**src/hdl/cht_pkg.sv**
```systemverilog
// Shared types and constants of the cuckoo hash table.
// Used by cht_ctrl, cht_datapath and cuckoo_hash_table; no dependencies.
`timescale 1ns / 1ps

package cht_pkg;

  // Operation codes carried in the func field
  localparam logic FUNC_LOOKUP = 1'b0;
  localparam logic FUNC_INSERT = 1'b1;

  // Hash seeds and the number of remainder bits reduced per cycle
  localparam logic [63:0] HASH1_SEED = 64'd5381;
  localparam logic [63:0] HASH2_SEED = 64'd3333;
  localparam int MOD_BITS = 8;

  typedef enum logic [1:0] {
    RES_HIT1,
    RES_HIT2,
    RES_PLAIN,
    RES_DROP
  } res_kind_e;

  typedef enum logic {
    KSEL_CK,
    KSEL_RD1
  } key_sel_e;

  typedef enum logic {
    SEED_ONE,
    SEED_TWO
  } seed_sel_e;

  typedef struct packed {
    logic      load;
    logic      hash_start;
    key_sel_e  key_sel;
    seed_sel_e seed_sel;
    logic      rd1;
    logic      rd2;
    logic      wr1;
    logic      wr2;
    logic      swap;
    logic      cnt_inc;
    logic      clr;
    logic      res_load;
    res_kind_e res_kind;
  } cht_cmd_t;

  typedef struct packed {
    logic hash_done;
    logic clr_last;
    logic is_insert;
    logic v1;
    logic eq1;
    logic v2;
    logic eq2ck;
    logic eq2ok;
    logic out_busy;
  } cht_status_t;

endpackage

```
**src/hdl/cht_ctrl.sv**
```systemverilog
// Controller of the cuckoo hash table: clearing pass, lookup and
// displacement sequencing. Depends on cht_pkg.
`timescale 1ns / 1ps

module cht_ctrl import cht_pkg::*; #(
  parameter int MAX_KICKS = 10
) (
  input  logic        clk_i,
  input  logic        rst_ni,
  input  logic        in_valid_i,
  output logic        in_ready_o,
  input  cht_status_t status_i,
  output cht_cmd_t    cmd_o
);

  localparam int KW = $clog2(MAX_KICKS + 1);

  typedef enum logic [3:0] {
    S_CLEAR, S_IDLE, S_START, S_H1, S_R1, S_C1, S_H2, S_R2, S_C2, S_FIN
  } state_e;

  state_e    state_q, state_d;
  logic [KW-1:0] kick_q, kick_d;
  res_kind_e res_q, res_d;

  assign in_ready_o = (state_q == S_IDLE);

  // Decode commands and next state
  always_comb begin
    cmd_o          = '0;
    cmd_o.key_sel  = KSEL_CK;
    cmd_o.seed_sel = SEED_ONE;
    cmd_o.res_kind = res_q;
    state_d        = state_q;
    kick_d         = kick_q;
    res_d          = res_q;
    unique case (state_q)
      S_CLEAR: begin
        cmd_o.clr = 1'b1;
        if (status_i.clr_last) state_d = S_IDLE;
      end
      S_IDLE: begin
        if (in_valid_i) begin
          cmd_o.load = 1'b1;
          kick_d     = '0;
          state_d    = S_START;
        end
      end
      S_START: begin
        cmd_o.hash_start = 1'b1;
        state_d          = S_H1;
      end
      S_H1: begin
        if (status_i.hash_done) state_d = S_R1;
      end
      S_R1: begin
        cmd_o.rd1 = 1'b1;
        state_d   = S_C1;
      end
      S_C1: begin
        if (!status_i.is_insert) begin
          if (status_i.v1 && status_i.eq1) begin
            res_d   = RES_HIT1;
            state_d = S_FIN;
          end else begin
            cmd_o.hash_start = 1'b1;
            cmd_o.seed_sel   = SEED_TWO;
            state_d          = S_H2;
          end
        end else begin
          cmd_o.wr1 = 1'b1;
          res_d     = RES_PLAIN;
          if (!status_i.v1) begin
            cmd_o.cnt_inc = 1'b1;
            state_d       = S_FIN;
          end else if (status_i.eq1) begin
            state_d = S_FIN;
          end else begin
            cmd_o.hash_start = 1'b1;
            cmd_o.key_sel    = KSEL_RD1;
            cmd_o.seed_sel   = SEED_TWO;
            state_d          = S_H2;
          end
        end
      end
      S_H2: begin
        if (status_i.hash_done) state_d = S_R2;
      end
      S_R2: begin
        cmd_o.rd2 = 1'b1;
        state_d   = S_C2;
      end
      S_C2: begin
        if (!status_i.is_insert) begin
          res_d   = (status_i.v2 && status_i.eq2ck) ? RES_HIT2 : RES_PLAIN;
          state_d = S_FIN;
        end else begin
          cmd_o.wr2 = 1'b1;
          res_d     = RES_PLAIN;
          if (!status_i.v2) begin
            cmd_o.cnt_inc = 1'b1;
            state_d       = S_FIN;
          end else if (status_i.eq2ok) begin
            state_d = S_FIN;
          end else begin
            // carry table two's evictee into the next round or drop it
            cmd_o.swap = 1'b1;
            if (kick_q == KW'(MAX_KICKS)) begin
              res_d   = RES_DROP;
              state_d = S_FIN;
            end else begin
              kick_d  = kick_q + KW'(1);
              state_d = S_START;
            end
          end
        end
      end
      S_FIN: begin
        if (!status_i.out_busy) begin
          cmd_o.res_load = 1'b1;
          state_d        = S_IDLE;
        end
      end
      default: state_d = S_IDLE;
    endcase
  end

  // Hold state, kick count and pending result kind
  always_ff @(posedge clk_i or negedge rst_ni) begin
    if (!rst_ni) begin
      state_q <= S_CLEAR;
      kick_q  <= '0;
      res_q   <= RES_PLAIN;
    end else begin
      state_q <= state_d;
      kick_q  <= kick_d;
      res_q   <= res_d;
    end
  end

endmodule

```
**config.mk**
```make
export PLATFORM = sky130hd
export DESIGN_NAME = cht_ctrl
export DESIGN_NICKNAME = d
export VERILOG_FILES = /design/src/hdl/cht_pkg.sv /design/src/hdl/cht_ctrl.sv
export SDC_FILE = /design/constraint.sdc
export NUM_CORES = 1
export LEC_CHECK = 0
export ABC_AREA = 1
export BUFFER_PORTS_ARGS = -buffer_cell sky130_fd_sc_hd__buf_2
export CORE_MARGIN = 2
export CORE_UTILIZATION = 28
export CTS_BUF_LIST = sky130_fd_sc_hd__clkbuf_16
export CTS_CLUSTER_SIZE = 24
export DETAILED_ROUTE_END_ITERATION = 10
export GPL_ROUTABILITY_DRIVEN = 1
export PLACE_DENSITY = 0.52
export SLEW_MARGIN = 5
export SYNTH_ARGS = -nofsm -noshare
export SYNTH_HDL_FRONTEND = slang
export SYNTH_SLANG_ARGS = --single-unit
```
**constraint.sdc**
```tcl
create_clock -name clk_i -period 1.4 [get_ports clk_i]
set_input_delay 0.21 -clock clk_i [delete_from_list [all_inputs] [get_ports clk_i]]
set_output_delay 0.21 -clock clk_i [all_outputs]
set_load 0.03 [all_outputs]
```
---- Word-level counts from Yosys, hierarchy flattened ----
Cells that the tools add are included.
W data, S select, Z words.
word-level totals
  register bits after elaboration ......... 10
  input port bits ......................... 12
  output and inout bits ................... 15
  word-level logic and storage cells ...... 85
cells by class
  add/subtract/negate cells ............... 1
  equality and inequality tests ........... 20
  multiplexer cells ....................... 53
  reductions and logical operators ........ 8
operators with widths
  operator               count
  $mux W4                18
  $pmux W4 S10           1
  $mux W1                21
  $ne A2 B2 Y1 const B   9
  $eq A4 B3 Y1 const B   4
  $eq A4 B4 Y1 const B   3
  $mux W2                6
  $mux W3                3
  $eq A4 B2 Y1 const B   2
  $pmux W4 S2            1
  $reduce_and A6 Y1      1
  $reduce_and A5 Y1      1
  $add A4 B1 Y4 const B  1
  $eq A4 B1 Y1 const B   1
  $logic_not A4 Y1       1
  $pmux W1 S2            2
  $pmux W2 S2            1
  $reduce_bool A2 Y1     2
  $ne A3 B3 Y1 const B   1
  $logic_and A1 B1 Y1    2
  $reduce_and A2 Y1      1

---- Logic depth before layout (Yosys ltp) ----
  depth in word-level cells ............... 6
  mapped depth ............................ 10
  mapped depth without buffers ............ 10

---- Worst setup path before layout ----
OpenSTA, ideal clock, no wires.
  path kind ............................... register to output
  start point ............................. register state_q[0]
  end point ............................... output port cmd_o[11] (netlist bit)
  arrival time ............................ 1.671 ns
  required time ........................... 1.190 ns
  path slack .............................. -0.481 ns
  stages on the path, launching flop included .. 5
  buffers on the path ..................... 0
  cells stage by stage .................... dfrtp_1 -> inv_1 -> nor2_4 -> nand2_2 -> nor4_1
RTL lines
  item                    RTL line         text
  start, declared         cht_ctrl.sv:22   state_e state_q, state_d;
  start signal, assigned  cht_ctrl.sv:135  state_q <= state_d;
  end, declared           cht_ctrl.sv:13   output cht_cmd_t cmd_o

==> impl_metrics.env <==
export IMPL_status="complete, but fails checks"
export IMPL_violations="negative setup slack"
export IMPL_dpl_hpwl_um=1804
export IMPL_crit_fanout=4
export IMPL_maxSlewViolCount=0
export IMPL_hold_path_cell_count=4
export IMPL_multi_input_area_um2=613.1
export IMPL_clock_latency_ps=230
export IMPL_detail_route_wl_per_cell_um=12.23
export IMPL_path_cells="nor2_4 -> nand2_4 -> o32ai_2 -> buf_4"
export IMPL_die_y_um=57.02
export IMPL_maxCapViolCount=0
export IMPL_finClkSkew_ps=0.5600
export IMPL_synth_distinct_cells=23
export IMPL_antenna_found_initial=0
export IMPL_portBuffers=26
export IMPL_cp_slowest_cell="dfrtp_2"
export IMPL_drtAntennaViolNets=0
export IMPL_crit_path_end_kind="output pin"
export IMPL_grt_pass1_wl_um=3946
export IMPL_nets=189
export IMPL_post_route_min_period_ps=1566
export IMPL_vias=950
export IMPL_postSynthCellCount=122
export IMPL_crit_buf_inv=1
export IMPL_final_util_pct=53.23
export IMPL_timing_rr_end="kick_q[3]"
export IMPL_diodes=0
export IMPL_htreeDepth=1
export IMPL_root_buffer="clkbuf_16"
export IMPL_place_congestion=0.7609
export IMPL_rrSetupSlack_ps=0
export IMPL_hp_start="status_i[8]"
export IMPL_grt_max_degree=11
export IMPL_arrival_ps=1360
export IMPL_required_ps=1190
export IMPL_ys_ff_latch=10
export IMPL_hold_path_class="primary input to flop"
export IMPL_max_slew_margin_pct=78.79
export IMPL_rsz0062_at_grt="yes"
export IMPL_ios=27
export IMPL_seqCellArea_um2=256.5
export IMPL_crit_path_max_incr_delay_ps=450
export IMPL_ys_warn_count=0
export IMPL_synth_area_leaders="dfrtp_1 (29%), nand2_1 (19%), inv_1 (8.1%)"
export IMPL_clkTransAtPathRegs_ps=40
export IMPL_syn_area_per_cell_um2=6.451
export IMPL_syn_nets=136
export IMPL_fin_cells=205
export IMPL_n_fill_cell=251
export IMPL_ff2ff_path_depth=9
export IMPL_synth_top_cell_by_area="dfrtp_1"
export IMPL_timing_fmax_ghz=0.6385
export IMPL_dieArea_um2=3251
export IMPL_ir_drop_v=0.001108
export IMPL_hold_path_end="state_q[2]"
export IMPL_viasPerCell=4.634
export IMPL_routed_wl_um=2507
export IMPL_core_um2=2710
export IMPL_r2r_start="state_q[2]"
export IMPL_grt_usage_pct=15.89
export IMPL_critPathLaunchType="flop"
export IMPL_dp_cells=190
export IMPL_drt_iter0_markers=20
export IMPL_initial_utilization_pct=29.04
export IMPL_p_leak_nw=0.7849
export IMPL_route_detailed_drc=0
export IMPL_cts_buffers=3
export IMPL_crit_family="flip-flops"
export IMPL_grt_pass1_vias=977
export IMPL_tightest_slew_ps=317.8
export IMPL_synth_seq_area_share_pct=31.96
export IMPL_clockBufferDepth=2
export IMPL_cts_sinks=10
export IMPL_worst_slack_ps=-166.2
export IMPL_grt_overflow=0
export IMPL_final_hold_violation_count=0
export IMPL_power_density_nw_per_um2=1882
export IMPL_criticalPathCategory="flop to output pin"
export IMPL_setup_violations_final=13
export IMPL_first_pass_iters=4
export IMPL_area_growth_pct=83.31
export IMPL_rows=19
export IMPL_synth_top_cell_area_share_pct=28.62
export IMPL_die_width_um=57.02
export IMPL_layout_drive_gt1_share_pct=51.72
export IMPL_period_share_pct=111.9
export IMPL_cts_tree="done"
export IMPL_syn_area_um2=787.0
[metal layers]
layer	up-vias	track usage, %	wire length, µm
met2	13	26.77	1324
li1	487	-	-
met1	442	18.53	1050
met3	8	3.175	49
met5	-	0	0
met4	0	9.635	82
[state kept, by name, indices dropped and copies added (netlist names)]
register / count
state_q: 4
res_q: 2
kick_q: 4
[cells by family after synthesis]
family | after synthesis | synth area share [%]
AOI/OAI and AO/OA | 10 | 8.268
DFF | 10 | 31.96
adders and majority gates | 2 | 3.179
xor gates and xnor gates | 2 | 2.226
buffers and inverters | 18 | 8.584
and+or+nand+nor | 80 | 45.79
[worst register-to-register path, delay by kind of cell, from the launching register on]
family                 cells  cell delay, ps
AND/OR/NAND/NOR            5             490
flip-flops                 1             450
buffers and inverters      3             300
AO/OA/AOI/OAI              1              70
[per-stage QoR]
stage | setup WS (ps) | setup TNS [ps] | power [mW] | hold slack (ps) | cell area, µm²
CTS | -168.8 | -1418 | 2.508 | 235.1 | 1294
global placement | 14.38 | 0 | 1.749 | 91.76 | 1069
floorplan | -136.3 | -398.4 | 1.298 | -85.59 | 817.0
detailed placement | 0.7372 | 0 | 1.758 | 92.16 | 1069
global route | -207.6 | -2231 | 2.914 | 253.5 | 1443
finish | -166.2 | -1170 | 2.714 | 231.2 | 1443
[cell usage after synthesis]
master / number
a21o_1: 1
a21oi_2: 1
a31oi_1: 1
dfrtp_1: 9
dfstp_2: 1
ha_1: 2
inv_1: 17
inv_2: 1
nand2_1: 39
nand2_2: 5
nand3_1: 10
nand3b_1: 1
nor2_1: 16
nor2_2: 3
nor2_4: 2
nor3_1: 1
nor4_1: 2
o21ai_0: 3
o21ai_1: 2
o311ai_0: 1
o32ai_1: 1
or2_2: 1
xor2_1: 2
[repair_timing]
action | 4_1_cts | 5_1_grt
resized for setup | 26 | 38
endpoints found under the hold margin | 9 | 0
pin swaps | 5 | 6
hold buffers | 1 | 0
endpoints found under the setup margin | 13 | 20
buffers inserted | 6 | 4
[area by class of cell]
| type | instances | share of cell area, % |
|---|---|---|
| Clock buffer | 3 | 5.204 |
| Clock inverter | 1 | 0.2602 |
| Sequential cell | 10 | 17.78 |
| Tap cell | 31 | 2.689 |
| Multi-Input combinational cell | 94 | 42.50 |
| Inverter | 18 | 4.683 |
| Timing Repair Buffer | 48 | 26.89 |
[report_power, final]
group	total, mW	switching (mW)	internal [mW]
Sequential	0.482	0.0972	0.385
Combinational	1.73	0.993	0.735
Clock	0.505	0.130	0.374
Total	2.71	1.22	1.49
[cell usage in the layout (no fill, tap or decap), drive strengths merged, types with 2 or more instances in the layout]
cell / n
o21ai: 5
ha: 2
nor4: 2
buf: 47
nor2: 21
nand2: 44
inv: 18
dfrtp: 9
xor2: 2
clkbuf: 3
nand3: 10
[worst max path at each step]
stage                    start   endpoint  slack [ps]  depth (start not counted)
finish              state_q[2]   cmd_o[4]        -170                          4
global route        state_q[3]   cmd_o[4]        -210                          5
CTS                 state_q[0]  cmd_o[12]        -170                          6
detailed placement  state_q[2]   cmd_o[4]         0.7                          4
global placement    state_q[2]   cmd_o[4]          10                          4
floorplan           state_q[0]  cmd_o[11]        -140                          4
Note: power is estimated with default switching activity, not from simulation.
